## src/hw/rtl/lts_pkg.sv

```systemverilog
package lts_pkg;

  localparam int NumSensors = 5;
  localparam int SensW      = 12;
  localparam int PosW       = 14;
  localparam int CfgIdxW    = 8;
  localparam int CfgDataW   = 12;
  localparam int InDataW    = ((NumSensors * SensW + PosW + 1 + 7) / 8) * 8;
  localparam int OutDataW   = 8;

  localparam logic [CfgIdxW-1:0] REG_FULL_SCALE   = 8'd0;
  localparam logic [CfgIdxW-1:0] REG_ON_TRACK_THR = 8'd1;

  localparam logic [SensW-1:0] DefFullScale = 12'd1000;
  localparam logic [SensW-1:0] DefOnTrack   = 12'd200;

  // line pattern thresholds are full scale * 3/10 and * 7/10
  localparam int LineLowPct  = 3;
  localparam int LineHighPct = 7;
  localparam int PctDiv      = 10;
  localparam int DivShift    = 19;
  localparam int DivRecip    = ((1 << DivShift) + PctDiv - 1) / PctDiv;
  localparam logic [31:0] MulLow  = 32'(DivRecip * LineLowPct);
  localparam logic [31:0] MulHigh = 32'(DivRecip * LineHighPct);

  localparam logic [2:0] ST_NORMAL    = 3'd0;
  localparam logic [2:0] ST_LINE      = 3'd1;
  localparam logic [2:0] ST_GAP       = 3'd2;
  localparam logic [2:0] ST_MANOEUVRE = 3'd3;
  localparam logic [2:0] ST_FINISHED  = 3'd4;

  localparam logic [1:0] LAP_EV_NONE  = 2'd0;
  localparam logic [1:0] LAP_EV_START = 2'd1;
  localparam logic [1:0] LAP_EV_STOP  = 2'd2;

  typedef enum logic [4:0] {
    TS_NORMAL    = 5'b00001,
    TS_LINE      = 5'b00010,
    TS_GAP       = 5'b00100,
    TS_MANOEUVRE = 5'b01000,
    TS_FINISHED  = 5'b10000
  } track_state_t;

  typedef enum logic [2:0] {
    LAP_NONE  = 3'b001,
    LAP_START = 3'b010,
    LAP_STOP  = 3'b100
  } lap_state_t;

  typedef struct packed {
    logic [SensW-1:0] full_scale;
    logic [SensW-1:0] thr;
    logic [SensW-1:0] t30;
    logic [SensW-1:0] t70;
    logic [PosW-1:0]  mid_lo;
    logic [PosW-1:0]  mid_hi;
    logic [PosW-1:0]  gap_lo;
    logic [PosW-1:0]  gap_hi;
  } lts_cfg_t;

  typedef struct packed {
    logic            mode;
    logic            line_pat;
    logic            lost;
    logic            mid_ok;
    logic            timed_out;
    logic [PosW-1:0] pos;
  } lts_item_t;

  typedef struct packed {
    logic [2:0] status;
    logic [1:0] lap_event;
    logic       aborted;
    logic       track_lost;
    logic       drive_enable;
  } lts_result_t;

  function automatic lts_cfg_t cfg_calc(input logic [SensW-1:0] fs,
                                        input logic [SensW-1:0] thr);
    lts_cfg_t        c;
    logic [31:0]     p30;
    logic [31:0]     p70;
    logic [PosW-1:0] fs2;
    logic [PosW-1:0] half;
    p30  = 32'(fs) * MulLow;
    p70  = 32'(fs) * MulHigh;
    fs2  = {1'b0, fs, 1'b0};
    half = PosW'(fs >> 1);
    c.full_scale = fs;
    c.thr        = thr;
    c.t30        = SensW'(p30 >> DivShift);
    c.t70        = SensW'(p70 >> DivShift);
    c.mid_lo     = fs2 - half;
    c.mid_hi     = fs2 + half;
    c.gap_lo     = PosW'(fs);
    c.gap_hi     = fs2 + PosW'(fs);
    return c;
  endfunction

  function automatic logic [2:0] status_code(input track_state_t s);
    logic [2:0] code;
    unique case (s)
      TS_NORMAL:    code = ST_NORMAL;
      TS_LINE:      code = ST_LINE;
      TS_GAP:       code = ST_GAP;
      TS_MANOEUVRE: code = ST_MANOEUVRE;
      TS_FINISHED:  code = ST_FINISHED;
      default:      code = ST_NORMAL;
    endcase
    return code;
  endfunction

endpackage

```

## src/hw/rtl/lts_front.sv

```systemverilog
module lts_front import lts_pkg::*; (
  input  logic                clk,
  input  logic                rst_n,
  input  logic                in_tvalid,
  output logic                in_tready,
  input  logic [InDataW-1:0]  in_tdata,
  input  logic                in_tuser,
  input  logic                cfg_valid,
  output logic                cfg_ready,
  input  logic [CfgIdxW-1:0]  cfg_index,
  input  logic [CfgDataW-1:0] cfg_data,
  input  logic                q_full,
  output logic                q_push,
  output lts_item_t           q_item,
  output lts_cfg_t            cfg
);

  lts_cfg_t         cfg_r;
  lts_cfg_t         cfg_nxt;
  logic [SensW-1:0] sens [NumSensors];
  logic [PosW-1:0]  pos;
  logic             seen;

  assign cfg_ready = 1'b1;
  assign cfg       = cfg_r;

  always_comb begin
    cfg_nxt = cfg_r;
    if (cfg_valid) begin
      if (cfg_index == REG_FULL_SCALE) begin
        cfg_nxt = cfg_calc(cfg_data, cfg_r.thr);
      end else if (cfg_index == REG_ON_TRACK_THR) begin
        cfg_nxt.thr = cfg_data;
      end
    end
  end

  always_ff @(posedge clk) begin
    if (!rst_n) begin
      cfg_r <= cfg_calc(DefFullScale, DefOnTrack);
    end else begin
      cfg_r <= cfg_nxt;
    end
  end

  // classification of one transaction
  always_comb begin
    for (int i = 0; i < NumSensors; i++) begin
      sens[i] = in_tdata[i*SensW +: SensW];
    end
    pos  = in_tdata[NumSensors*SensW +: PosW];
    seen = 1'b0;
    for (int i = 0; i < NumSensors; i++) begin
      seen = seen | (sens[i] >= cfg_r.thr);
    end
  end

  assign in_tready = !q_full;
  assign q_push    = in_tvalid && !q_full;

  always_comb begin
    q_item.mode      = in_tuser;
    q_item.lost      = !seen;
    q_item.line_pat  = (sens[0] >= cfg_r.t30) && (sens[1] < cfg_r.t70) &&
                       (sens[2] >= cfg_r.t70) && (sens[3] < cfg_r.t70) &&
                       (sens[NumSensors-1] >= cfg_r.t30);
    q_item.mid_ok    = (pos >= cfg_r.mid_lo) && (pos <= cfg_r.mid_hi) &&
                       (sens[0] < cfg_r.thr) && (sens[NumSensors-1] < cfg_r.thr);
    q_item.timed_out = in_tdata[NumSensors*SensW + PosW];
    q_item.pos       = pos;
  end

endmodule

```

## src/hw/rtl/lts_queue.sv

```systemverilog
module lts_queue import lts_pkg::*; #(
  parameter int DEPTH = 2
) (
  input  logic      clk,
  input  logic      rst_n,
  input  logic      push,
  input  lts_item_t push_item,
  output logic      full,
  input  logic      pop,
  output logic      pop_valid,
  output lts_item_t pop_item
);

  localparam int PtrW = (DEPTH > 1) ? $clog2(DEPTH) : 1;
  localparam int CntW = $clog2(DEPTH + 1);

  lts_item_t       mem_r [DEPTH];
  logic [PtrW-1:0] wr_ptr_r;
  logic [PtrW-1:0] wr_ptr_nxt;
  logic [PtrW-1:0] rd_ptr_r;
  logic [PtrW-1:0] rd_ptr_nxt;
  logic [CntW-1:0] cnt_r;
  logic [CntW-1:0] cnt_nxt;

  assign full      = (cnt_r == CntW'(DEPTH));
  assign pop_valid = (cnt_r != '0);
  assign pop_item  = mem_r[rd_ptr_r];

  always_comb begin
    wr_ptr_nxt = wr_ptr_r;
    rd_ptr_nxt = rd_ptr_r;
    if (push) begin
      wr_ptr_nxt = (wr_ptr_r == PtrW'(DEPTH - 1)) ? '0 : wr_ptr_r + 1'b1;
    end
    if (pop) begin
      rd_ptr_nxt = (rd_ptr_r == PtrW'(DEPTH - 1)) ? '0 : rd_ptr_r + 1'b1;
    end
    cnt_nxt = cnt_r + CntW'(push) - CntW'(pop);
  end

  always_ff @(posedge clk) begin
    if (!rst_n) begin
      wr_ptr_r <= '0;
      rd_ptr_r <= '0;
      cnt_r    <= '0;
    end else begin
      wr_ptr_r <= wr_ptr_nxt;
      rd_ptr_r <= rd_ptr_nxt;
      cnt_r    <= cnt_nxt;
    end
  end

  always_ff @(posedge clk) begin
    if (push) begin
      mem_r[wr_ptr_r] <= push_item;
    end
  end

`ifndef SYNTH
  a_cnt_bound: assert property (@(posedge clk) disable iff (!rst_n)
    cnt_r <= CntW'(DEPTH)) else $error("queue count past depth");
  a_no_pop_empty: assert property (@(posedge clk) disable iff (!rst_n)
    pop |-> pop_valid) else $error("pop from empty queue");
  a_no_push_full: assert property (@(posedge clk) disable iff (!rst_n)
    push |-> !full) else $error("push into full queue");
`endif

endmodule

```

## src/hw/rtl/lts_back.sv

```systemverilog
module lts_back import lts_pkg::*; (
  input  logic                clk,
  input  logic                rst_n,
  input  logic                q_valid,
  input  lts_item_t           q_item,
  output logic                q_pop,
  input  lts_cfg_t            cfg,
  output logic                out_tvalid,
  input  logic                out_tready,
  output logic [OutDataW-1:0] out_tdata
);

  track_state_t    state_r;
  track_state_t    state_nxt;
  lap_state_t      lap_r;
  lap_state_t      lap_nxt;
  logic [PosW-1:0] prev_r;
  logic [PosW-1:0] prev_nxt;
  logic            out_valid_r;
  logic            out_valid_nxt;
  lts_result_t     res_r;
  lts_result_t     res_nxt;
  track_state_t    nxt;
  logic [1:0]      lap_ev;
  logic            prev_in_gap;

  assign q_pop       = q_valid && (!out_valid_r || out_tready);
  assign prev_in_gap = (prev_r >= cfg.gap_lo) && (prev_r < cfg.gap_hi);

  always_comb begin
    state_nxt     = state_r;
    lap_nxt       = lap_r;
    prev_nxt      = prev_r;
    res_nxt       = res_r;
    out_valid_nxt = out_valid_r && !out_tready;
    nxt           = TS_NORMAL;
    lap_ev        = LAP_EV_NONE;

    if (state_r == TS_LINE) begin
      nxt = q_item.mid_ok ? TS_NORMAL : TS_LINE;
    end else if (q_item.line_pat) begin
      nxt = TS_LINE;
    end else if (q_item.lost) begin
      nxt = prev_in_gap ? TS_GAP : TS_MANOEUVRE;
    end
    if (state_r != TS_LINE && nxt == TS_LINE) begin
      if (lap_r == LAP_NONE) begin
        lap_ev = LAP_EV_START;
      end else begin
        lap_ev = LAP_EV_STOP;
        nxt    = TS_FINISHED;
      end
    end
    if (q_item.timed_out) begin
      nxt = TS_FINISHED;
    end

    if (q_pop) begin
      out_valid_nxt = 1'b1;
      if (!q_item.mode) begin
        state_nxt = TS_NORMAL;
        lap_nxt   = LAP_NONE;
        res_nxt   = '{status: ST_NORMAL, lap_event: LAP_EV_NONE, aborted: 1'b0,
                      track_lost: 1'b0, drive_enable: 1'b1};
      end else if (state_r == TS_FINISHED) begin
        res_nxt   = '{status: ST_FINISHED, lap_event: LAP_EV_NONE, aborted: 1'b0,
                      track_lost: 1'b0, drive_enable: 1'b0};
      end else begin
        state_nxt = nxt;
        prev_nxt  = q_item.pos;
        if (lap_ev == LAP_EV_START) begin
          lap_nxt = LAP_START;
        end else if (lap_ev == LAP_EV_STOP) begin
          lap_nxt = LAP_STOP;
        end
        res_nxt   = '{status: status_code(nxt), lap_event: lap_ev,
                      aborted: q_item.timed_out, track_lost: q_item.lost,
                      drive_enable: (nxt != TS_FINISHED)};
      end
    end
  end

  always_ff @(posedge clk) begin
    if (!rst_n) begin
      state_r     <= TS_NORMAL;
      lap_r       <= LAP_NONE;
      prev_r      <= '0;
      out_valid_r <= 1'b0;
    end else begin
      state_r     <= state_nxt;
      lap_r       <= lap_nxt;
      prev_r      <= prev_nxt;
      out_valid_r <= out_valid_nxt;
    end
  end

  always_ff @(posedge clk) begin
    res_r <= res_nxt;
  end

  assign out_tvalid = out_valid_r;
  assign out_tdata  = {res_r.drive_enable, res_r.track_lost, res_r.aborted,
                       res_r.lap_event, res_r.status};

`ifndef SYNTH
  a_drive_vs_finish: assert property (@(posedge clk) disable iff (!rst_n)
    out_valid_r |-> (res_r.drive_enable == (res_r.status != ST_FINISHED)))
    else $error("drive enable disagrees with status");
  a_stop_finishes: assert property (@(posedge clk) disable iff (!rst_n)
    (out_valid_r && res_r.lap_event == LAP_EV_STOP) |-> res_r.status == ST_FINISHED)
    else $error("lap stop without finish");
  a_abort_finishes: assert property (@(posedge clk) disable iff (!rst_n)
    (out_valid_r && res_r.aborted) |-> res_r.status == ST_FINISHED)
    else $error("abort without finish");
  a_restart: assert property (@(posedge clk) disable iff (!rst_n)
    (q_pop && !q_item.mode) |=> (state_r == TS_NORMAL && lap_r == LAP_NONE))
    else $error("restart did not clear state");
`endif

endmodule

```

## src/hw/rtl/line_track_status_tracker.sv

```systemverilog
// an accepted transaction is written to the queue, then popped into the output register
// throughput: one per cycle unless stalled; a two-entry queue between classifier and tracker
// the output register frees itself in the cycle out_tready takes the result
// reset (rst_n low, synchronous): status normal, no start line seen, position 0
// reset also loads full scale 1000 and on-track threshold 200
module line_track_status_tracker import lts_pkg::*; #(
  parameter int QUEUE_DEPTH = 2
) (
  input  logic                clk,
  input  logic                rst_n,
  input  logic                in_tvalid,
  output logic                in_tready,
  // left, left_mid, middle, right_mid, right (12 each), line_position (14), timed_out, pad
  input  logic [InDataW-1:0]  in_tdata,
  // mode
  input  logic                in_tuser,
  output logic                out_tvalid,
  input  logic                out_tready,
  // track_status (3), lap_event (2), aborted, track_lost, drive_enable
  output logic [OutDataW-1:0] out_tdata,
  input  logic                cfg_valid,
  output logic                cfg_ready,
  input  logic [CfgIdxW-1:0]  cfg_index,
  input  logic [CfgDataW-1:0] cfg_data
);

  lts_item_t push_item;
  lts_item_t pop_item;
  lts_cfg_t  cfg;
  logic      q_full;
  logic      q_push;
  logic      q_pop;
  logic      q_valid;

  lts_front u_front (
    .clk       (clk),
    .rst_n     (rst_n),
    .in_tvalid (in_tvalid),
    .in_tready (in_tready),
    .in_tdata  (in_tdata),
    .in_tuser  (in_tuser),
    .cfg_valid (cfg_valid),
    .cfg_ready (cfg_ready),
    .cfg_index (cfg_index),
    .cfg_data  (cfg_data),
    .q_full    (q_full),
    .q_push    (q_push),
    .q_item    (push_item),
    .cfg       (cfg)
  );

  lts_queue #(
    .DEPTH (QUEUE_DEPTH)
  ) u_queue (
    .clk       (clk),
    .rst_n     (rst_n),
    .push      (q_push),
    .push_item (push_item),
    .full      (q_full),
    .pop       (q_pop),
    .pop_valid (q_valid),
    .pop_item  (pop_item)
  );

  lts_back u_back (
    .clk        (clk),
    .rst_n      (rst_n),
    .q_valid    (q_valid),
    .q_item     (pop_item),
    .q_pop      (q_pop),
    .cfg        (cfg),
    .out_tvalid (out_tvalid),
    .out_tready (out_tready),
    .out_tdata  (out_tdata)
  );

endmodule
```

## config.mk

```make
export PLATFORM = sky130hd
export DESIGN_NAME = line_track_status_tracker
export DESIGN_NICKNAME = d
export VERILOG_FILES = /design/src/hw/rtl/lts_pkg.sv /design/src/hw/rtl/lts_front.sv /design/src/hw/rtl/lts_queue.sv /design/src/hw/rtl/lts_back.sv /design/src/hw/rtl/line_track_status_tracker.sv
export SDC_FILE = /design/constraint.sdc
export NUM_CORES = 1
export LEC_CHECK = 0
export ABC_AREA = 1
export BUFFER_PORTS_ARGS = -buffer_cell sky130_fd_sc_hd__buf_2
export CORE_MARGIN = 2
export CORE_UTILIZATION = 57
export DETAILED_ROUTE_END_ITERATION = 12
export PLACE_DENSITY = 0.9
export SLEW_MARGIN = 20
export SYNTH_ARGS = -nofsm -noshare
export SYNTH_HDL_FRONTEND = slang
export SYNTH_SLANG_ARGS = --single-unit
```

## constraint.sdc

```tcl
create_clock -name clk -period 5.1 [get_ports clk]
set_clock_uncertainty 0.2 [all_clocks]
set_input_delay 1.02 -clock clk [delete_from_list [all_inputs] [get_ports clk]]
set_output_delay 1.02 -clock clk [all_outputs]
set_load 0.05 [all_outputs]
```

Word-level counts from Yosys, hierarchy flattened
Memories as Yosys holds them, arrays and structs flattened. A register that Yosys moved wholly into a read port is not among the register bits.
Cells that the tools add are included.
{"block": "word_totals", "input_bits": 106, "ramBits": 38, "n_memories": 1, "output_inout_bits": 11, "register_bits": 124}
{"name": "u_queue.mem_r", "depth": 2, "word_bits": 19, "read_ports": 1, "rd_ports_with_merged_regs": 1, "wr": 1, "line_no": "lts_queue.sv:17", "rtl": "lts_item_t mem_r [DEPTH];"}
{"block": "classes", "n_lt_le_gt_ge": 16, "n_addsub": 7, "muxes": 25, "multipliers": 2, "eq_ne": 16, "bitwise": 7, "n_reduce_logical": 25}
{"operator": "$ge A12 B12 Y1", "count": 6}
{"operator": "$lt A12 B12 Y1", "count": 4}
{"operator": "$mux W5", "count": 8}
{"operator": "$mul A12 B19 Y31 const B", "count": 1}
{"operator": "$mul A12 B18 Y30 const B", "count": 1}
{"operator": "$ge A12 B11 Y1", "count": 2}
{"operator": "$eq A5 B2 Y1 const B", "count": 3}
{"operator": "$add A13 B11 Y14", "count": 1}
{"operator": "$add A13 B12 Y14", "count": 1}
{"operator": "$ge A14 B12 Y1", "count": 1}
{"operator": "$ge A14 B14 Y1", "count": 1}
{"operator": "$le A14 B14 Y1", "count": 1}
{"operator": "$lt A14 B14 Y1", "count": 1}
{"operator": "$sub A13 B11 Y14", "count": 1}
{"operator": "$logic_and A1 B1 Y1", "count": 12}
{"operator": "$mux W3", "count": 4}
{"operator": "$pmux W3 S4", "count": 1}
{"operator": "$eq A5 B5 Y1 const B", "count": 2}
{"operator": "$reduce_and A3 Y1", "count": 3}
{"operator": "$eq A8 B1 Y1 const B", "count": 1}
{"operator": "$logic_not A8 Y1", "count": 1}
{"operator": "$mux W8", "count": 1}
{"operator": "$mux W1", "count": 7}
{"operator": "$mux W2", "count": 3}
{"operator": "20 further kinds", "count": 31}

Logic depth before layout (Yosys ltp)
Gate-level depths: netlist (run 1).
{"block": "depth", "word_depth": 14, "mapped_depth": 25, "depth_no_buf": 24}

By module
Synthesis (run 1) repeated with hierarchy kept, for this count alone.
{"block": "hier_totals", "hier_cells": 2510, "area_unflattened_um2": 19014.5}
{"mod": "lts_front", "seq_area_each_um2": 1721.7, "instances": 1, "cells_per_inst": 2140, "area_each_um2": 15328.5}
{"mod": "lts_back", "seq_area_each_um2": 700.7, "instances": 1, "cells_per_inst": 278, "area_each_um2": 2037.0}
{"mod": "lts_queue", "seq_area_each_um2": 1241.2, "instances": 1, "cells_per_inst": 92, "area_each_um2": 1649.1}

Worst setup path after synthesis (run 1)
Ideal clock, no wire load.
{"block": "synth_timing", "kind": "input to register", "from": "input cfg_data[10]", "to": "register u_front.cfg_r, in the netlist u_front.cfg[72]", "path_slack_ps": -318, "cell_stages": 17, "t_required_ps": 4791, "arrival_ps": 5109, "cell_sequence": "inv_1 -> ha_1 -> inv_1 -> fa_1 -> fa_1 -> inv_1 -> fa_1 -> fa_1 -> ha_1 -> a21o_1 -> a21boi_0 -> a21boi_0 -> nand3_1 -> nand2_1 -> nand3_1 -> nand2_1 -> inv_1"}
{"block": "synth_via", "elab_chain_cells": 1}
{"element": "start: declaration", "line_no": "line_track_status_tracker.sv:24", "rtl": "input logic [CfgDataW-1:0] cfg_data"}
{"element": "$mul A12 B18 Y30", "line_no": "lts_pkg.sv:85", "rtl": "p30 = 32'(fs) * MulLow;"}
{"element": "end signal: assignment", "line_no": "lts_front.sv:40", "rtl": "cfg_r <= cfg_calc(DefFullScale, DefOnTrack);"}
{"element": "end signal: assignment", "line_no": "lts_front.sv:42", "rtl": "cfg_r <= cfg_nxt;"}
{"element": "end: declaration", "line_no": "lts_front.sv:18", "rtl": "lts_cfg_t cfg_r;"}
Every way passes these cells.
A chain may end at the register's enable or synchronous reset.

Worst setup path in the final report (run 1)
{"block": "layout_timing", "from": "input cfg_data[10]", "to": "register u_front.cfg_r, in the netlist u_front.cfg[74]"}
The elaborated chain is that of the path after synthesis.

==> results of run 1 <==
## where the power goes
part | total [mW] | switching, mW | internal (mW)
Combinational | 8.15 | 4.73 | 3.43
Sequential | 1.59 | 0.110 | 1.48
Clock | 1.27 | 0.581 | 0.691
Total | 11.0 | 5.42 | 5.60
## layout by cell type, fill, tap and decap left out, types with 21 or more instances in the layout
| master | n |
|---|---|
| inv_1 | 471 |
| nand2_1 | 401 |
| ha_1 | 320 |
| buf_4 | 199 |
| a21oi_1 | 193 |
| nor2_1 | 121 |
| dfxtp_1 | 114 |
| buf_2 | 107 |
| fa_1 | 104 |
| o21ai_0 | 103 |
| nand3_1 | 101 |
| edfxtp_1 | 46 |
| nand4_1 | 31 |
| o211ai_1 | 31 |
| nor2_2 | 24 |
| inv_2 | 22 |
| a31oi_1 | 21 |
## flip-flops by register name (all words and copies together), names as in the netlist, named ones only
| signal | cells |
|---|---|
| u_back.lap_r | 3 |
| u_back.out_tdata | 8 |
| u_back.out_tvalid | 1 |
| u_back.prev_r | 14 |
| u_back.state_r | 5 |
| u_front.cfg | 86 |
| u_queue.cnt_r | 2 |
| u_queue.mem_r | 38 |
| u_queue.rd_ptr_r | 1 |
| u_queue.wr_ptr_r | 1 |
## cell type report
type / instances / area share [%]
clock buffer: 18 / 1.96
clock inverter: 14 / 0.658
inverter: 497 / 8.59
multi-input combinational: 1689 / 60.0
sequential: 160 / 16.8
tap: 402 / 2.30
timing repair buffer: 313 / 9.73
## per-layer routing
| metal | global-route usage, % | vias up | wire [um] |
|---|---|---|---|
| met3 | 6.21 | 188 | 4570 |
| met1 | 42.1 | 8367 | 22800 |
| met4 | 15.4 | 0 | 2660 |
| met2 | 57.0 | 801 | 26300 |
| li1 | - | 8418 | - |
| met5 | 0 | - | 0 |
## repair_timing
action | 4_1_cts | 5_1_grt
pin swaps | 2 | 74
resized for setup | 19 | 158
endpoints found under the setup margin | 23 | 23
hold buffers | 0 | 0
buffers inserted | 1 | 11
## how the worst max path moves through the flow
| stage | from | to | slack, ns | cells after the start |
|---|---|---|---|---|
| floorplan | cfg_data[4] | u_front.cfg[66] | 0.0006 | 21 |
| global route | cfg_data[10] | u_front.cfg[76] | -0.14 | 20 |
| global placement | cfg_data[9] | u_front.cfg[65] | -0.51 | 20 |
| detailed placement | cfg_data[10] | u_front.cfg[65] | -0.61 | 21 |
| finish | cfg_data[10] | u_front.cfg[74] | -0.01 | 21 |
| CTS | cfg_data[4] | u_front.cfg[66] | 0.002 | 23 |
## metrics by stage
step	cell area (um2)	cells	total power, mW	util (%)
after floorplan	18300	2387	5.78	-
after global placement	20600	3050	8.21	65.4
after detailed placement	20600	3050	8.43	65.4
after CTS	21200	3083	9.85	67.5
after global routing	21900	3093	11.8	69.4
final	21900	3093	11.0	69.4
## kinds of logic (layout without fill, tap and decap cells)
kind of cell    after synthesis  in the layout  share of synthesized area [%]
fa+ha+maj                   458            458                           36.3
buf+inv                     538            842                           11.3
xor+xnor                     10             10                          0.483
simple gates                775            775                           17.9
compound gates              445            445                           13.8
other cells                   1              1                         0.0207
flops                       160            160                           20.2
## critical path, stage by stage
cell and delay [ns]:
buf_12 0.10, clkinvlp_4 0.12, ha_4 0.30, inv_4 0.04, fa_2 0.50, fa_1 0.59
buf_6 0.12, inv_4 0.03, fa_1 0.58, fa_2 0.49, ha_4 0.29, a21o_1 0.22
nor2_2 0.15, buf_4 0.14, nor2_4 0.03, nor2_2 0.12, nand3_1 0.08, nand2_1 0.09
nand3_2 0.09, nand2_2 0.10, inv_2 0.03
## Yosys cell counts (20+ instances only)
library cell,instances
a21oi_1,209
o21ai_0,115
clkbuf_1,20
o211ai_1,31
ha_1,345
nor2_1,150
fa_1,113
a31oi_1,23
inv_1,493
nor3_1,29
edfxtp_1,46
nand2_1,423
dfxtp_1,114
nand3_1,111
nand4_1,31
==> impl_metrics.tcl, run 1 <==
set metrics [dict create \
    wire_per_inst_um 18.2 \
    hold_class "reg2reg" \
    vdd_drop_max_mv 0.332 \
    r2r_slack_ns 2.24 \
    r2r-start "u_queue.cnt_r[1]" \
    die_h_um 182 \
    initial_core_util_pct 57.7 \
    grt_pass1_wl_um 88400 \
    antennaDiodeCount 0 \
    worstMarginPinSlew_ns 0.897 \
    p_leak_nw 11.4 \
    syn_avg_cell_area_um2 7.60 \
    violations "negative setup slack" \
    gp_congestion 1.00 \
    clk_pin_slew_worst_paths_ns 0.07 \
    grt-ovfl-total 0 \
    clk_latency_ns 0.44 \
    fin_crit_sh_pct 100 \
    die_area_um2 33300 \
    grt_util_all_layers_pct 33.7 \
    relSlewSlack_pct 39.5 \
    endpoint_kind "flip-flop" \
    start_kind "primary input" \
    root_buffer "clkbuf_16" \
    fp.coreArea_um2 31500 \
    dpl.hpwl_um 45500 \
    fin_setup_tns_ns -0.00954 \
    crit_type "in2reg" \
    powerDensity_nw_per_um2 504 \
    row_count 65 \
    cp_data_arrival_time_ns 5.24 \
    slew_violations 0 \
    reg2regPathDepth 8 \
    multiInputGateArea_um2 13100 \
    finalNetCount 3242 \
    filler_cell_count 2352 \
    maxCapViolCount 0 \
    finalHoldViolations 0 \
    antenna_found_initial 0 \
    dr_total_vias 17800 \
    grt_pass1_vias 17800 \
    synth_area_um2 18100 \
    synthTopCellsByArea "ha_1 24%, dfxtp_1 13%, fa_1 12%, inv_1 10%, nand2_1 8.7%" \
    fin_hold_ws_ns 0.269 \
    synth_fp_nets 2951 \
    drive_gt1_share_pct 19.2 \
    drt_wl_total_um 56300 \
    hold_depth 2 \
    ys.flop_type "dfxtp_1" \
    drtAntennaViolNets 0 \
    grt_max_degree 74 \
    synth.top_cell.area_share_pct 23.8 \
    worstPathRequired_ns 5.23 \
    yosysTopAreaCell "ha_1" \
    setup_viol 1 \
    yosysWarnings 0 \
    drc 0 \
    cts.sinks 160 \
    firstDrtPassIters 6 \
    regArea_um2 3660 \
    viasPerCell 5.75 \
    clk_path_buf_depth 2 \
    dp_worst_setup_slack_ns -0.614 \
    ys_seq_area_share_pct 20.2 \
    synth-edff-count 46 \
    rsz0062_at_grt "yes" \
    die_w_um 182 \
    cts_buffers 17 \
    ios 117 \
    r2r_end "u_queue.cnt_r[1]" \
    synth.distinct_cells 49 \
    cts.htree.levels 4 \
    io_buffers 110 \
    hold_path_end "u_back.lap_r[2]" \
    cts_tree "built" \
    area_delta_synth_final_pct 20.4 \
    synth-async-reset-ratio_pct 0 \
    critical_path.max_fanout 5 \
    final.setup.worst_slack_ns -0.00954 \
    status "finished with violations" \
    ys_seq_elements 160 \
    hp-start "u_back.lap_r[2]" \
    syn_inst 2387 \
    period_needed_ns 5.11 \
    timing.fmax_ghz 0.196 \
    drt_iter0_drc 1684 \
]
Power figures use the tool's default switching activity.
==> run 2, diff against run 1 <==
--- a/config.mk
+++ b/config.mk
@@ -10,6 +10,7 @@
 export CORE_MARGIN = 2
 export CORE_UTILIZATION = 57
 export DETAILED_ROUTE_END_ITERATION = 12
+export MAX_ROUTING_LAYER = met4
 export PLACE_DENSITY = 0.9
 export SLEW_MARGIN = 20
 export SYNTH_ARGS = -nofsm -noshare
==> impl_metrics.tcl, run 2 (same netlist as run 1, synthesis figures left out) <==
set metrics [dict create \
    grt_util_all_layers_pct 35.4 \
    wire_per_inst_um 18.8 \
    final_cell_mix "470 x inv_1, 401 x nand2_1, 315 x ha_1" \
    grt_pass1_vias 17700 \
    start_kind "primary input" \
    crit_type "in2reg" \
    critical_path.max_fanout 6 \
    finalPower_mw 11.0 \
    hold_class "reg2reg" \
    final_util_pct 69.4 \
    relSlewSlack_pct 35.7 \
    viasPerCell 5.79 \
    die_w_um 182 \
    grt_max_degree 75 \
    row_count 65 \
    cp_data_arrival_time_ns 5.17 \
    endpoint_kind "flip-flop" \
    period_needed_ns 5.04 \
    gp_congestion 1.01 \
    worstPathRequired_ns 5.23 \
    status "finished, final reports clean" \
    clk_path_buf_depth 2 \
    fp.coreArea_um2 31500 \
    cts_buffers 17 \
    clk_pin_slew_worst_paths_ns 0.08 \
    final.setup.worst_slack_ns 0.0637 \
    rsz0062_at_grt "yes" \
    antenna_found_initial 0 \
    initial_core_util_pct 57.7 \
    drt_wl_total_um 57900 \
    fin_hold_ws_ns 0.270 \
    fin_crit_sh_pct 98.8 \
    dr_total_vias 17800 \
    cts.htree.levels 4 \
    final_common_cell "inv_1" \
    finalHoldViolations 0 \
    grt-ovfl-total 0 \
    root_buffer "clkbuf_16" \
    grt_pass1_wl_um 89600 \
    timing.fmax_ghz 0.199 \
    antennaDiodeCount 0 \
    die_area_um2 33300 \
    slew_violations 0 \
    ios 117 \
    clk_latency_ns 0.45 \
    drt_iter0_drc 1738 \
    drtAntennaViolNets 0 \
    cts_tree "built" \
    die_h_um 182 \
    powerDensity_nw_per_um2 502 \
    firstDrtPassIters 8 \
    worstMarginPinSlew_ns 0.964 \
    setup_viol 0 \
    finalNetCount 3234 \
    maxCapViolCount 0 \
    io_buffers 110 \
    drc 0 \
    dp_worst_setup_slack_ns -0.610 \
    p_leak_nw 11.3 \
    cts.sinks 160 \
    area_delta_synth_final_pct 20.3 \
    largest_reg_flops 86 \
    drive_gt1_share_pct 19.2 \
    dpl.hpwl_um 45900 \
    vdd_drop_max_mv 0.464 \
]
[run 2: cell type report]
| type | count | area, um2 |
|---|---|---|
| clock buffer | 17 | 425 |
| sequential | 160 | 3660 |
| multi-input combinational | 1689 | 13100 |
| fill | 2402 | 9630 |
| timing repair buffer | 305 | 2040 |
| inverter | 497 | 1880 |
| tap | 402 | 503 |
| clock inverter | 15 | 189 |
[run 2: metal layers]
metal,global-route usage [%],part of all wire [%],vias to the layer above,wire length (um)
met5,-,0,-,0
li1,-,-,8397,-
met2,57.7,46,868,26900
met3,6.47,8.6,196,5000
met1,43.7,40,8387,23500
met4,14.0,4.4,0,2570
[run 2: power by group]
part | switching [mW] | total (mW) | internal, mW
clock | 0.648 | 1.32 | 0.667
combinational | 4.69 | 8.05 | 3.36
sequential | 0.113 | 1.59 | 1.48
total | 5.45 | 11.0 | 5.51
[run 2: final timing paths]
check,startpoint,endpoint,slack (ns),cells after the start
worst max-delay path,cfg_data[10],u_front.cfg[78],0.06,20
worst min register to register,u_back.state_r[2],u_back.state_r[2],0.27,2
worst max register to register,flip-flop,u_back.prev_r[10],2.25,8
worst min-delay path,u_back.state_r[2],u_back.state_r[2],0.27,2
[run 2: worst max-delay path, cell delays in order]
cell        delay, ns
buf_12           0.10
clkinvlp_4       0.12
ha_4             0.30
inv_4            0.05
fa_2             0.61
fa_1             0.48
buf_6            0.14
fa_1             0.39
fa_1             0.51
inv_1            0.08
ha_4             0.29
nand2_2          0.11
nor2_4           0.14
inv_1            0.09
nor4_2           0.26
nand2_1          0.12
nand3_1          0.09
nand3_1          0.09
nand2_1          0.11
inv_1            0.04
[run 2: what timing repair did]
item / 4_1_cts / 5_1_grt
setup endpoints to repair: 23 / 23
setup buffers: 1 / 5
pin swaps: 6 / 66
hold buffers: 0 / 0
resized for setup: 26 / 142
endpoints found under the hold margin: 0 / 0
[run 2: metrics by stage]
| step | cells | TNS (ns) | instance area [um2] |
|---|---|---|---|
| floorplan | 2387 | 0 | 18300 |
| global placement | 3047 | -10.93 | 20600 |
| detailed placement | 3047 | -12.46 | 20600 |
| CTS | 3080 | -0.00237 | 21300 |
| global route | 3085 | -0.550 | 21800 |
| finish | 3085 | 0 | 21800 |
